[src/design/rdc_pkg.sv]
// ---------------------------------------------------------------------------
// rdc_pkg: shared types and constants of the random domain classifier
// Character codes, register indexes and reset values, the configuration
// record and the small flag record passed from the statistics to the verdict.
// ---------------------------------------------------------------------------
package rdc_pkg;

   // Field widths fixed by the stream and register formats
   localparam int CHAR_W    = 8;
   localparam int CFG_W     = 8;
   localparam int TENTHS_W  = 4;
   localparam int CSR_IDX_W = 2;
   localparam int RSP_W     = 8;

   // Register indexes on the configuration port
   localparam logic [CSR_IDX_W-1:0] REG_MIN_LABEL_LENGTH  = 2'd0;
   localparam logic [CSR_IDX_W-1:0] REG_DIGIT_RUN_LIMIT   = 2'd1;
   localparam logic [CSR_IDX_W-1:0] REG_DIGIT_GROUP_LIMIT = 2'd2;
   localparam logic [CSR_IDX_W-1:0] REG_VOWEL_TENTHS      = 2'd3;

   // Register reset values
   localparam logic [CFG_W-1:0]    RST_MIN_LABEL_LENGTH  = 8'd10;
   localparam logic [CFG_W-1:0]    RST_DIGIT_RUN_LIMIT   = 8'd4;
   localparam logic [CFG_W-1:0]    RST_DIGIT_GROUP_LIMIT = 8'd1;
   localparam logic [TENTHS_W-1:0] RST_VOWEL_TENTHS      = 4'd3;

   // Character codes
   localparam logic [CHAR_W-1:0] CH_W     = 8'h77;  // 'w'
   localparam logic [CHAR_W-1:0] CH_DOT   = 8'h2E;  // '.'
   localparam logic [CHAR_W-1:0] CH_C     = 8'h63;  // 'c'
   localparam logic [CHAR_W-1:0] CH_ZERO  = 8'h30;  // '0'
   localparam logic [CHAR_W-1:0] CH_NINE  = 8'h39;  // '9'

   // Prefix tracking: up to three 'w' then a dot, after which it is decided
   localparam logic [2:0] PREFIX_DOT_DUE = 3'd3;
   localparam logic [2:0] PREFIX_DONE    = 3'd4;

   // CDN marker word length and the scale of the vowel share
   localparam logic [3:0] MARK_LEN     = 4'd10;
   localparam logic [3:0] TENTHS_SCALE = 4'd10;
   localparam logic [1:0] DOTS_MAX     = 2'd3;

   // Configuration record
   typedef struct packed {
      logic [CFG_W-1:0]    min_label_length;
      logic [CFG_W-1:0]    digit_run_limit;
      logic [CFG_W-1:0]    digit_group_limit;
      logic [TENTHS_W-1:0] vowel_tenths;
   } cfg_type;

   // Whole-name flags used by the verdict
   typedef struct packed {
      logic       marker_seen;
      logic [1:0] dot_count;
   } name_flags_type;

   // Characters of the CDN marker word, by position
   function automatic logic [CHAR_W-1:0] marker_char(input logic [3:0] idx);
      logic [CHAR_W-1:0] c;
      unique case (idx)
         4'd0:    c = 8'h63;  // c
         4'd1:    c = 8'h6C;  // l
         4'd2:    c = 8'h6F;  // o
         4'd3:    c = 8'h75;  // u
         4'd4:    c = 8'h64;  // d
         4'd5:    c = 8'h66;  // f
         4'd6:    c = 8'h72;  // r
         4'd7:    c = 8'h6F;  // o
         4'd8:    c = 8'h6E;  // n
         4'd9:    c = 8'h74;  // t
         default: c = 8'h00;
      endcase
      return c;
   endfunction

   // Vowels in either case
   function automatic logic is_vowel(input logic [CHAR_W-1:0] ch);
      logic v;
      v = (ch == 8'h61) || (ch == 8'h65) || (ch == 8'h69) || (ch == 8'h6F) ||
          (ch == 8'h75) || (ch == 8'h41) || (ch == 8'h45) || (ch == 8'h49) ||
          (ch == 8'h4F) || (ch == 8'h55);
      return v;
   endfunction

endpackage

[src/design/rdc_csr.sv]
// ---------------------------------------------------------------------------
// rdc_csr: configuration registers
// Holds the four thresholds, written through a plain write port.
// ---------------------------------------------------------------------------
module rdc_csr (
   input  logic                                clock,
   input  logic                                reset,
   input  logic                                csr_we,
   input  logic [rdc_pkg::CSR_IDX_W-1:0]       csr_index,
   input  logic [rdc_pkg::CFG_W-1:0]           csr_wdata,
   output rdc_pkg::cfg_type                    cfg
);

   rdc_pkg::cfg_type cfg_ff, cfg_in;

   // Decode the register index of a write.
   always_comb begin
      cfg_in = cfg_ff;
      if (csr_we) begin
         unique case (csr_index)
            rdc_pkg::REG_MIN_LABEL_LENGTH:  cfg_in.min_label_length  = csr_wdata;
            rdc_pkg::REG_DIGIT_RUN_LIMIT:   cfg_in.digit_run_limit   = csr_wdata;
            rdc_pkg::REG_DIGIT_GROUP_LIMIT: cfg_in.digit_group_limit = csr_wdata;
            rdc_pkg::REG_VOWEL_TENTHS:
               cfg_in.vowel_tenths = csr_wdata[rdc_pkg::TENTHS_W-1:0];
            default: ;
         endcase
      end
   end

   always_ff @(posedge clock) begin
      if (reset) begin
         cfg_ff.min_label_length  <= rdc_pkg::RST_MIN_LABEL_LENGTH;
         cfg_ff.digit_run_limit   <= rdc_pkg::RST_DIGIT_RUN_LIMIT;
         cfg_ff.digit_group_limit <= rdc_pkg::RST_DIGIT_GROUP_LIMIT;
         cfg_ff.vowel_tenths      <= rdc_pkg::RST_VOWEL_TENTHS;
      end else begin
         cfg_ff <= cfg_in;
      end
   end

   assign cfg = cfg_ff;

endmodule

[src/design/rdc_stats.sv]
// ---------------------------------------------------------------------------
// rdc_stats: per-name statistics
// Tracks the "www." prefix, the marker word, dots and the first label's
// length, vowels and digit runs; presents the values after the current
// character and returns to the idle state after the last one.
// ---------------------------------------------------------------------------
module rdc_stats #(
   parameter int COUNT_MAX = 255
) (
   input  logic                            clock,
   input  logic                            reset,
   input  logic                            advance,
   input  logic [rdc_pkg::CHAR_W-1:0]      ch,
   input  logic                            last,
   output logic [$clog2(COUNT_MAX+1)-1:0]  label_length,
   output logic [$clog2(COUNT_MAX+1)-1:0]  vowel_count,
   output logic [$clog2(COUNT_MAX+1)-1:0]  longest_run,
   output logic [$clog2(COUNT_MAX+1)-1:0]  run_count,
   output rdc_pkg::name_flags_type         flags
);

   localparam int CNT_W = $clog2(COUNT_MAX+1);
   localparam logic [CNT_W-1:0] CNT_TOP = CNT_W'(COUNT_MAX);

   logic [2:0]       prefix_ff, prefix_in;
   logic [3:0]       sub_ff, sub_in;
   logic             seen_ff, seen_in;
   logic [1:0]       dots_ff, dots_in;
   logic             first_ff, first_in;
   logic [CNT_W-1:0] len_ff, len_in;
   logic [CNT_W-1:0] vow_ff, vow_in;
   logic [CNT_W-1:0] cur_ff, cur_in;
   logic [CNT_W-1:0] long_ff, long_in;
   logic [CNT_W-1:0] runs_ff, runs_in;
   logic             take;
   logic             digit;

   function automatic logic [CNT_W-1:0] sat_inc(input logic [CNT_W-1:0] v);
      logic [CNT_W-1:0] r;
      r = (v >= CNT_TOP) ? CNT_TOP : v + CNT_W'(1);
      return r;
   endfunction

   assign digit = (ch >= rdc_pkg::CH_ZERO) && (ch <= rdc_pkg::CH_NINE);

   // Next statistics after the current character.
   always_comb begin
      sub_in   = sub_ff;
      seen_in  = seen_ff;
      dots_in  = dots_ff;
      first_in = first_ff;
      len_in   = len_ff;
      vow_in   = vow_ff;
      cur_in   = cur_ff;
      long_in  = long_ff;
      runs_in  = runs_ff;
      take     = 1'b1;

      // A completed "www." prefix wipes the name statistics.
      if (prefix_ff < rdc_pkg::PREFIX_DOT_DUE && ch == rdc_pkg::CH_W) begin
         prefix_in = prefix_ff + 3'd1;
      end else if (prefix_ff == rdc_pkg::PREFIX_DOT_DUE && ch == rdc_pkg::CH_DOT) begin
         prefix_in = rdc_pkg::PREFIX_DONE;
         take      = 1'b0;
         sub_in    = '0;
         seen_in   = 1'b0;
         dots_in   = '0;
         first_in  = 1'b1;
         len_in    = '0;
         vow_in    = '0;
         cur_in    = '0;
         long_in   = '0;
         runs_in   = '0;
      end else begin
         prefix_in = rdc_pkg::PREFIX_DONE;
      end

      if (take) begin
         // Marker word search; no proper prefix of it recurs inside it.
         if (sub_ff < rdc_pkg::MARK_LEN && ch == rdc_pkg::marker_char(sub_ff)) begin
            sub_in = sub_ff + 4'd1;
         end else begin
            sub_in = (ch == rdc_pkg::CH_C) ? 4'd1 : 4'd0;
         end
         if (sub_in == rdc_pkg::MARK_LEN) begin
            seen_in = 1'b1;
            sub_in  = '0;
         end

         // Dots end the first label; other characters feed its statistics.
         if (ch == rdc_pkg::CH_DOT) begin
            if (dots_ff < rdc_pkg::DOTS_MAX) begin
               dots_in = dots_ff + 2'd1;
            end
            first_in = 1'b0;
         end else if (first_ff) begin
            len_in = sat_inc(len_ff);
            if (digit) begin
               if (cur_ff == '0) begin
                  runs_in = sat_inc(runs_ff);
               end
               cur_in = sat_inc(cur_ff);
               if (cur_in > long_ff) begin
                  long_in = cur_in;
               end
            end else begin
               cur_in = '0;
               if (rdc_pkg::is_vowel(ch)) begin
                  vow_in = sat_inc(vow_ff);
               end
            end
         end
      end
   end

   // State registers; the last character of a name returns them to idle.
   always_ff @(posedge clock) begin
      if (reset || (advance && last)) begin
         prefix_ff <= '0;
         sub_ff    <= '0;
         seen_ff   <= 1'b0;
         dots_ff   <= '0;
         first_ff  <= 1'b1;
         len_ff    <= '0;
         vow_ff    <= '0;
         cur_ff    <= '0;
         long_ff   <= '0;
         runs_ff   <= '0;
      end else if (advance) begin
         prefix_ff <= prefix_in;
         sub_ff    <= sub_in;
         seen_ff   <= seen_in;
         dots_ff   <= dots_in;
         first_ff  <= first_in;
         len_ff    <= len_in;
         vow_ff    <= vow_in;
         cur_ff    <= cur_in;
         long_ff   <= long_in;
         runs_ff   <= runs_in;
      end
   end

   assign label_length      = len_in;
   assign vowel_count       = vow_in;
   assign longest_run       = long_in;
   assign run_count         = runs_in;
   assign flags.marker_seen = seen_in;
   assign flags.dot_count   = dots_in;

endmodule

[src/design/rdc_judge.sv]
// ---------------------------------------------------------------------------
// rdc_judge: verdict logic
// Applies the dot, length, digit-run and vowel-share rules to the
// statistics of a complete name.
// ---------------------------------------------------------------------------
module rdc_judge #(
   parameter int COUNT_MAX = 255
) (
   input  rdc_pkg::cfg_type                cfg,
   input  rdc_pkg::name_flags_type         flags,
   input  logic [$clog2(COUNT_MAX+1)-1:0]  label_length,
   input  logic [$clog2(COUNT_MAX+1)-1:0]  vowel_count,
   input  logic [$clog2(COUNT_MAX+1)-1:0]  longest_run,
   input  logic [$clog2(COUNT_MAX+1)-1:0]  run_count,
   output logic                            is_random
);

   localparam int CNT_W = $clog2(COUNT_MAX+1);
   localparam int CMP_W = (CNT_W > rdc_pkg::CFG_W) ? CNT_W : rdc_pkg::CFG_W;
   localparam int PRD_W = CNT_W + rdc_pkg::TENTHS_W;

   logic             excluded;
   logic             too_short;
   logic             long_digits;
   logic             many_groups;
   logic [PRD_W-1:0] vowel_scaled;
   logic [PRD_W-1:0] length_scaled;
   logic             few_vowels;

   // Names that are never judged: several dots without the CDN word, no dot.
   assign excluded = (!flags.marker_seen && flags.dot_count > 2'd1) ||
                     (flags.dot_count == 2'd0);

   assign too_short   = CMP_W'(label_length) < CMP_W'(cfg.min_label_length);
   assign long_digits = CMP_W'(longest_run)  > CMP_W'(cfg.digit_run_limit);
   assign many_groups = CMP_W'(run_count)    > CMP_W'(cfg.digit_group_limit);

   // Vowel share as an exact integer comparison against tenths of the length.
   assign vowel_scaled  = PRD_W'(vowel_count) * PRD_W'(rdc_pkg::TENTHS_SCALE);
   assign length_scaled = PRD_W'(cfg.vowel_tenths) * PRD_W'(label_length);
   assign few_vowels    = vowel_scaled < length_scaled;

   assign is_random = !excluded && !too_short &&
                      (long_digits || many_groups || few_vowels);

endmodule

[src/design/random_domain_classifier.sv]
// ---------------------------------------------------------------------------
// random_domain_classifier: flags machine-generated domain names
// Order: the last character's transaction loads the input register; once the
// result register is free, the verdict is written into it and offered.
// Throughput: one character per cycle; a stalled result blocks the input only
// once the next last character sits in the input register.
// Reset: synchronous; clears the pipeline and name state, loads the default
// thresholds.
// ---------------------------------------------------------------------------
module random_domain_classifier #(
   parameter int COUNT_MAX = 255
) (
   input  logic                              clock,
   input  logic                              reset,
   // Character stream
   input  logic                              req_tvalid,
   output logic                              req_tready,
   input  logic [rdc_pkg::CHAR_W-1:0]        req_tdata,   // [7:0] character
   input  logic                              req_tlast,
   // Verdict stream
   output logic                              rsp_tvalid,
   input  logic                              rsp_tready,
   output logic [rdc_pkg::RSP_W-1:0]         rsp_tdata,   // [0] is_random, [7:1] zero
   // Configuration writes
   input  logic                              csr_we,
   input  logic [rdc_pkg::CSR_IDX_W-1:0]     csr_index,
   input  logic [rdc_pkg::CFG_W-1:0]         csr_wdata
);

   localparam int CNT_W = $clog2(COUNT_MAX+1);

   logic                        in_valid_ff, in_valid_in;
   logic [rdc_pkg::CHAR_W-1:0]  in_char_ff;
   logic                        in_last_ff;
   logic                        rsp_valid_ff, rsp_valid_in;
   logic                        rsp_random_ff;
   logic                        rsp_free;
   logic                        advance;
   logic                        verdict;
   rdc_pkg::cfg_type            cfg;
   rdc_pkg::name_flags_type     flags;
   logic [CNT_W-1:0]            label_length;
   logic [CNT_W-1:0]            vowel_count;
   logic [CNT_W-1:0]            longest_run;
   logic [CNT_W-1:0]            run_count;

   // Flow control: a character without a verdict never waits on the output.
   assign rsp_free    = !rsp_valid_ff || rsp_tready;
   assign advance     = in_valid_ff && (!in_last_ff || rsp_free);
   assign req_tready  = !in_valid_ff || advance;

   assign in_valid_in  = (req_tvalid && req_tready) ? 1'b1 :
                         (advance ? 1'b0 : in_valid_ff);
   assign rsp_valid_in = (advance && in_last_ff) ? 1'b1 :
                         (rsp_tready ? 1'b0 : rsp_valid_ff);

   // Input register
   always_ff @(posedge clock) begin
      if (reset) begin
         in_valid_ff <= 1'b0;
      end else begin
         in_valid_ff <= in_valid_in;
      end
      if (req_tvalid && req_tready) begin
         in_char_ff <= req_tdata;
         in_last_ff <= req_tlast;
      end
   end

   rdc_csr u_csr (
      .clock     (clock),
      .reset     (reset),
      .csr_we    (csr_we),
      .csr_index (csr_index),
      .csr_wdata (csr_wdata),
      .cfg       (cfg)
   );

   rdc_stats #(.COUNT_MAX(COUNT_MAX)) u_stats (
      .clock        (clock),
      .reset        (reset),
      .advance      (advance),
      .ch           (in_char_ff),
      .last         (in_last_ff),
      .label_length (label_length),
      .vowel_count  (vowel_count),
      .longest_run  (longest_run),
      .run_count    (run_count),
      .flags        (flags)
   );

   rdc_judge #(.COUNT_MAX(COUNT_MAX)) u_judge (
      .cfg          (cfg),
      .flags        (flags),
      .label_length (label_length),
      .vowel_count  (vowel_count),
      .longest_run  (longest_run),
      .run_count    (run_count),
      .is_random    (verdict)
   );

   // Result register
   always_ff @(posedge clock) begin
      if (reset) begin
         rsp_valid_ff <= 1'b0;
      end else begin
         rsp_valid_ff <= rsp_valid_in;
      end
      if (advance && in_last_ff) begin
         rsp_random_ff <= verdict;
      end
   end

   assign rsp_tvalid = rsp_valid_ff;
   assign rsp_tdata  = {{(rdc_pkg::RSP_W-1){1'b0}}, rsp_random_ff};

endmodule
[config.mk]
export PLATFORM = sky130hd
export DESIGN_NAME = random_domain_classifier
export DESIGN_NICKNAME = d
export VERILOG_FILES = /design/src/design/rdc_pkg.sv /design/src/design/rdc_csr.sv /design/src/design/rdc_stats.sv /design/src/design/rdc_judge.sv /design/src/design/random_domain_classifier.sv
export SDC_FILE = /design/constraint.sdc
export NUM_CORES = 1
export LEC_CHECK = 0
export BUFFER_PORTS_ARGS = -buffer_cell sky130_fd_sc_hd__buf_2
export CAP_MARGIN = 20
export CORE_ASPECT_RATIO = 1.4
export CORE_MARGIN = 1
export CORE_UTILIZATION = 40
export DETAILED_ROUTE_END_ITERATION = 12
export PLACE_DENSITY = 0.57
export SETUP_SLACK_MARGIN = 0.2
export SLEW_MARGIN = 5
export SYNTH_ARGS = -nofsm -noshare
export SYNTH_HDL_FRONTEND = slang
export SYNTH_SLANG_ARGS = --single-unit
[constraint.sdc]
create_clock -name clock -period 6.75 [get_ports clock]
set_clock_uncertainty 0.2 [all_clocks]
set_input_delay 1.6875 -clock clock [delete_from_list [all_inputs] [get_ports clock]]
set_output_delay 1.6875 -clock clock [all_outputs]
set_load 0.02 [all_outputs]
==> results.toml, run 1 <==
[die]
rows = 57
die_h_um = 161
die_area_um2 = 18500
initial_core_util_pct = 41.1
ioPinCount = 34
die_w_um = 115
core_um2 = 17500

[final_layout]
instances_no_fill = 1140
final_core_util_pct = 45.1
multi_input_area_um2 = 4730
fin_nets = 1020
fin_area_um2 = 7890
drive_above_1_share_pct = 8.52
regArea_um2 = 2040
area_delta_synth_final_pct = 9.77
fillerInstances = 1788
antennaDiodeCount = 0

[timing]
rsz0062_at_grt = "false"
tightest_slew_ns = 1.07
timing.setup.tns_ns = 0
period_needed_ns = 6.13
fmax_mhz = 163
drv_slew = 0
hold_violations = 0
setup_viol = 0
period_share_pct = 90.8
slew_headroom_pct = 28.8

[worst_setup_path]
setup.worst_path.class = "reg2reg"
critPathLaunchType = "flip-flop"
crit_slowest_cell = "fa_1"
cp_max_fo = 7
timing.rr.end = "rsp_random_ff"
critPathRequiredTime_ns = 6.72
r2r_cells = 24
r2r_setup_slack_ns = 0.62
crit_start = "in_char_ff[7]"
slowest_delay_ns = 0.49
crit_chain = "or3b_4, o31a_4, nand2_4, inv_1, a311oi_4, nand2_1, fa_1, inv_1, fa_1, ha_1, a21o_1, a21oi_2, o21bai_2, a2111oi_2, o31ai_1, a21oi_1, xor2_1, ha_1, nand4_1, a211oi_1, o21ai_0, a31oi_1, or3_1, a2111oi_2"
r2r_start = "in_char_ff[7]"
cp-end-kind = "flip-flop"
critPathArrivalTime_ns = 6.10

[global_routing]
grt_start_max_net_pins = 39
grt_pass1_vias = 5696
overflow = 0
grt_antenna_before_repair = 0
grt_pass1_wl_mm = 28.7
grt_usage_pct = 20.0

[synthesis]
yosysWarnings = 0
syn_avg_cell_area_um2 = 8.14
ys_types = 66
yosys.area.top_type = "dfxtp_1"
synth_area_leaders = "dfxtp_1, ha_1, a21oi_1"
synth_top_area_share_pct = 24.2
ys_top_cells_by_count = "nor2_1, nand2_1, dfxtp_1"
yosysMostFrequentCell = "nor2_1"
synthesis.area_um2 = 7180
syn_inst = 883
async_flop_share_pct = 0
ys_ff_latch = 97
synth_edf_count = 10
synth_flop_cell = "dfxtp_1"
ys_seq_area_share_pct = 28.4

[flow_run]
maxCapViolCount = 0

[place]
dp_hpwl_mm = 13.8
place_congestion = 0.801
place_inst = 1124
port_buffers = 26
placed_area_um2 = 7540

[power]
ir_drop_mv = 0.113
power_density_nw_per_um2 = 158
leakage_nw = 3.51

[route]
drt_first_pass_iters = 5
drtAntennaViolNets = 0
drc = 0
wirelength_mm = 17.6
drt_iter0_markers = 317
vias_per_cell = 5.29
vias = 6029
post_drt_wl_per_cell_um = 15.4

[clocking]
clk_path_buf_depth = 2
cts_tree = "done"
cts_hold_buf = 0
path_clk_slew_ns = 0.08
htree_num_levels = 3
clock_latency_ns = 0.35
cts_buffers = 9
clock-sinks = 97
ctsRootBufferMaster = "clkbuf_16"

[hold_path]
hold_start = "u_csr.cfg[6]"
worstHoldPathCells = 2
hold_path_class = "reg2reg"
min_to = "u_csr.cfg[6]"

[status]
status = "finished clean"
## final cells by class
cell class / count / area share [%]
Clock buffer: 9 / 2.86
Inverter: 78 / 3.71
Clock inverter: 7 / 0.841
Timing Repair Buffer: 39 / 2.94
Multi-Input combinational cell: 674 / 60.0
Sequential cell: 97 / 25.9
Tap cell: 236 / 3.74
## layer usage
layer | vias to the layer above | global-route usage [%] | wire, um
met1 | 2820 | 24.1 | 7530
li1 | 3127 | - | -
met3 | 13 | 2.38 | 369
met5 | - | 0 | 0
met4 | 0 | 5.90 | 315
met2 | 69 | 36.4 | 9380
## repair_timing
action,4_1_cts,5_1_grt
gates resized for setup,2,9
setup endpoints to repair,1,1
setup buffers,0,0
pin swaps,0,4
## critical path, delay by kind of cell (launching register included)
kind / cells / cell delay, ns
AO/OA/AOI/OAI: 12 / 2.36
XOR/XNOR: 1 / 0.16
adder cells (fa/ha/maj): 4 / 1.54
buffers and inverters: 2 / 0.13
flip-flops: 1 / 0.41
AND/OR/NAND/NOR: 5 / 1.14
## stage by stage
stage / setup slack (ns) / hold slack, ns / power [W]
4_1_cts: 0.289 / 0.262 / 0.00126
2_1_floorplan: 0.502 / 0.236 / 0.000701
6_report: 0.623 / 0.263 / 0.00125
5_1_grt: 0.196 / 0.286 / 0.00130
3_3_place_gp: 0.142 / 0.248 / 0.000744
3_5_place_dp: 0.100 / 0.251 / 0.000744
## registers in the layout, summed over array words and instances, names as in the netlist, 2 cells and up, named ones only
| register | count |
|---|---|
| u_stats.len_ff | 8 |
| u_csr.cfg | 28 |
| u_stats.cur_ff | 8 |
| u_stats.runs_ff | 8 |
| u_stats.vow_ff | 8 |
| u_stats.dots_ff | 2 |
| u_stats.long_ff | 8 |
| u_stats.sub_ff | 4 |
| in_char_ff | 8 |
| u_stats.prefix_ff | 3 |
## logic make-up (layout without fill, tap and decap cells)
kind of cell | Yosys count | in the layout | synth area share [%]
buf+inv | 118 | 133 | 6.67
fa+ha+maj | 97 | 97 | 18.3
simple gates | 313 | 313 | 20.6
other cells | 1 | 7 | 0.0522
flops | 97 | 97 | 28.4
compound gates | 212 | 212 | 20.1
mux | 23 | 23 | 3.22
xor+xnor | 22 | 22 | 2.68
## how the worst max path moves through the flow
stage	endpoint	slack, ns
floorplan	rsp_random_ff	0.50
global placement	rsp_random_ff	0.14
detailed placement	rsp_random_ff	0.10
CTS	rsp_random_ff	0.29
global route	rsp_random_ff	0.20
finish	rsp_random_ff	0.62
## where the power goes
group          switching, W  leakage, nW  internal [W]  total [W]
sequential        0.0000109        0.803      0.000593   0.000604
combinational     0.0000779         2.56     0.0000471   0.000125
clock              0.000254        0.147      0.000262   0.000516
total              0.000343         3.51      0.000903    0.00125
## cell usage in the layout (no fill, tap or decap), types with 4 or more instances in the layout
master / Yosys / final
a211o_1: 8 / 8
a211oi_1: 8 / 8
a21o_1: 11 / 11
a21oi_1: 74 / 72
a22o_1: 8 / 8
a22oi_1: 6 / 6
a311oi_1: 7 / 5
a31oi_1: 8 / 8
a41oi_1: 4 / 4
and2_1: 32 / 31
and3_1: 15 / 15
buf_2: 4 / 26
buf_4: 8 / 12
clkbuf_16: 0 / 9
conb_1: 1 / 7
dfxtp_1: 87 / 87
edfxtp_1: 10 / 10
fa_1: 13 / 13
ha_1: 84 / 84
inv_1: 78 / 78
mux2i_1: 22 / 22
nand2_1: 91 / 91
nand2b_1: 5 / 5
nand3_1: 24 / 24
nand4_1: 7 / 7
nor2_1: 92 / 92
nor2b_1: 9 / 9
nor3_1: 15 / 14
o21a_1: 8 / 8
o21ai_0: 26 / 26
o21bai_1: 7 / 6
o32ai_1: 7 / 7
or2_2: 4 / 4
or3_1: 4 / 4
xnor2_1: 12 / 12
xor2_1: 10 / 10
(Power assumes the default switching activity.)
==> inputs of run 2 (changes only) <==
Settings changed: CORE_UTILIZATION 40 to 63, PLACE_DENSITY 0.57 to 0.82.
==> run 2 against run 1 <==
Effect of this change: register-to-register slack worse by 0.18 ns; global-route usage grew 11 points; combinational power hardly changed; worst hold slack improved by 0.00061 ns; sequential share of layout area is 0.24 points higher; routed wire length increased by 3.5%; core utilization increased by 26 points; clock-buffer cell count unchanged; cell count down 8.0%; critical path type unchanged; critical endpoint unchanged.
==> results.toml, run 2 (synthesized netlist as in run 1, its figures left out) <==
[route]
vias = 6502
vias_per_cell = 6.20
drtAntennaViolNets = 0
drt_iter0_markers = 500
drc = 0
wirelength_mm = 18.2
post_drt_wl_per_cell_um = 17.4
drt_first_pass_iters = 5

[clocking]
cts_tree = "done"
ctsRootBufferMaster = "clkbuf_16"
path_clk_slew_ns = 0.07
clock-sinks = 97
cts_hold_buf = 0
cts_buffers = 9
clk_path_buf_depth = 2
htree_num_levels = 3
clock_latency_ns = 0.35

[worst_setup_path]
path_depth = 24
setup.worst_path.class = "reg2reg"
crit_start = "in_char_ff[6]"
path_delay_family = "compound AO/OA/AOI/OAI gates"
crit_chain = "or3b_4, o31a_4, a21oi_1, a311oi_4, buf_4, and2_1, fa_1, inv_1, fa_1, inv_1, ha_1, inv_1, o21bai_1, a2111oi_4, o31ai_1, a21oi_1, xor2_1, ha_1, nand4_1, a211oi_1, o21ai_0, a31oi_1, or3_4, a2111oi_4"
cp_max_fo = 7
r2r_setup_slack_ns = 0.45
critPathLaunchType = "flip-flop"
critPathArrivalTime_ns = 6.26
timing.critical_path.buf_inv = 4
cp_common_cell = "inv_1"
r2r_start = "in_char_ff[6]"
cp-end-kind = "flip-flop"
crit_end = "rsp_random_ff"
timing.rr.end = "rsp_random_ff"
critPathRequiredTime_ns = 6.70
r2r_cells = 24
crit_slowest_cell = "fa_1"
slowest_delay_ns = 0.54

[flow_run]
maxCapViolCount = 0

[status]
status = "finished clean"

[hold_path]
hold_path_class = "reg2reg"
worstHoldPathCells = 2

[die]
rows = 45
ioPinCount = 34
die_w_um = 92.3
core_um2 = 11000
die_area_um2 = 11800
die_h_um = 128
initial_core_util_pct = 65.4

[timing]
finalWorstSetupSlack_ns = 0.447
period_share_pct = 93.4
timing.setup.tns_ns = 0
fmax_mhz = 159
drv_slew = 0
rsz0062_at_grt = "false"
slew_headroom_pct = 39.6
period_needed_ns = 6.30
hold_violations = 0
tightest_slew_ns = 0.901
timing.hold.ws_ns = 0.263
setup_viol = 0

[power]
leakage_nw = 3.51
comb_power_share_pct = 10.3
p_int_w = 0.000898
p_sw_share_pct = 27.1
clkPwrFrac_pct = 40.6
p_switching_w = 0.000334
seqPwrFrac_pct = 49.1
power_density_nw_per_um2 = 158
ir_drop_mv = 0.192

[place]
place_congestion = 0.929
place_inst = 1027
place_ws_ns = -0.160
port_buffers = 26
dp_hpwl_mm = 13.6

[global_routing]
grt_util_met3_pct = 3.90
grt_usage_pct = 31.4
grt_pass1_vias = 6443
grt_antenna_before_repair = 0
met2_usage_pct = 59.7
grt_pass1_wl_mm = 29.4
grt-busiest-layer = "met2"
grt_start_max_net_pins = 33
overflow = 0
globalRouteMet1Util_pct = 32.7

[final_layout]
final_cell_mix = "nand2_1, nor2_1, dfxtp_1"
drive_above_1_share_pct = 8.92
instances_no_fill = 1049
area_delta_synth_final_pct = 8.78
final_core_util_pct = 71.2
fin_nets = 1024
antennaDiodeCount = 0
largest_reg_flops = 28
fillerInstances = 874
-- run 2: changes by cell type in the layout (fill, tap and decap cells not counted), moves of 2 or more --
cell	change
a2111oi_2	-2
a2111oi_4	+2
buf_4	+4
clkinv_4	+2
clkinvlp_4	+2
inv_6	-2
-- run 2: worst min-delay path by stage --
stage / startpoint / to / slack [ns]
final: u_csr.cfg[11] / u_csr.cfg[11] / 0.26
after global routing: u_csr.cfg[6] / u_csr.cfg[6] / 0.29
after CTS: u_csr.cfg[7] / u_csr.cfg[7] / 0.27
after detailed placement: u_csr.cfg[7] / u_csr.cfg[7] / 0.25
after global placement: u_csr.cfg[5] / u_csr.cfg[5] / 0.25
after floorplan: u_csr.cfg[10] / u_csr.cfg[10] / 0.24
-- run 2: cell type report --
class                   instances  area (um^2)  share of cell area (%)
clock buffers                   9          225                    2.88
well taps                     141          176                    2.26
clock inverters                 7         63.8                   0.817
repair buffers                 43          262                    3.35
inverters                      78          293                    3.75
multi-input cells             674         4750                    60.8
flip-flops and latches         97         2040                    26.1
-- run 2: per-stage QoR --
stage / instance area, um^2 / total power, W
floorplan: 7210 / 0.000701
global placement: 7410 / 0.000733
detailed placement: 7410 / 0.000739
CTS: 7710 / 0.00123
global route: 7820 / 0.00127
finish: 7820 / 0.00123
-- run 2: power by group through the flow --
stage                     registers [W]  logic (W)  clock network [W]
after detailed placement       0.000618   0.000121                  0
final                          0.000605   0.000127           0.000501
after CTS                      0.000605   0.000122           0.000502
after global routing           0.000606   0.000139           0.000522
after floorplan                0.000614  0.0000869                  0
after global placement         0.000617   0.000116                  0
-- run 2: timing repair --
action | CTS | global route
gates resized for setup | 3 | 10
gates cloned | 0 | 0
endpoints found under the setup margin | 1 | 1
pin swaps | 1 | 4
setup buffers | 0 | 4
-- run 2: layer usage --
layer | vias to the layer above | part of all wire, %
li1 | 3135 | -
met1 | 3110 | 38
met2 | 192 | 53
met3 | 65 | 3.5
met4 | 0 | 5.7
met5 | - | 0
-- run 2: worst min-delay path, delay by kind of cell (launching register included) --
| family | cells | cell delay [ns] |
|---|---|---|
| AOI/OAI and AO/OA | 1 | 0.05 |
| and+or+nand+nor | 1 | 0.05 |
| DFF | 1 | 0.31 |
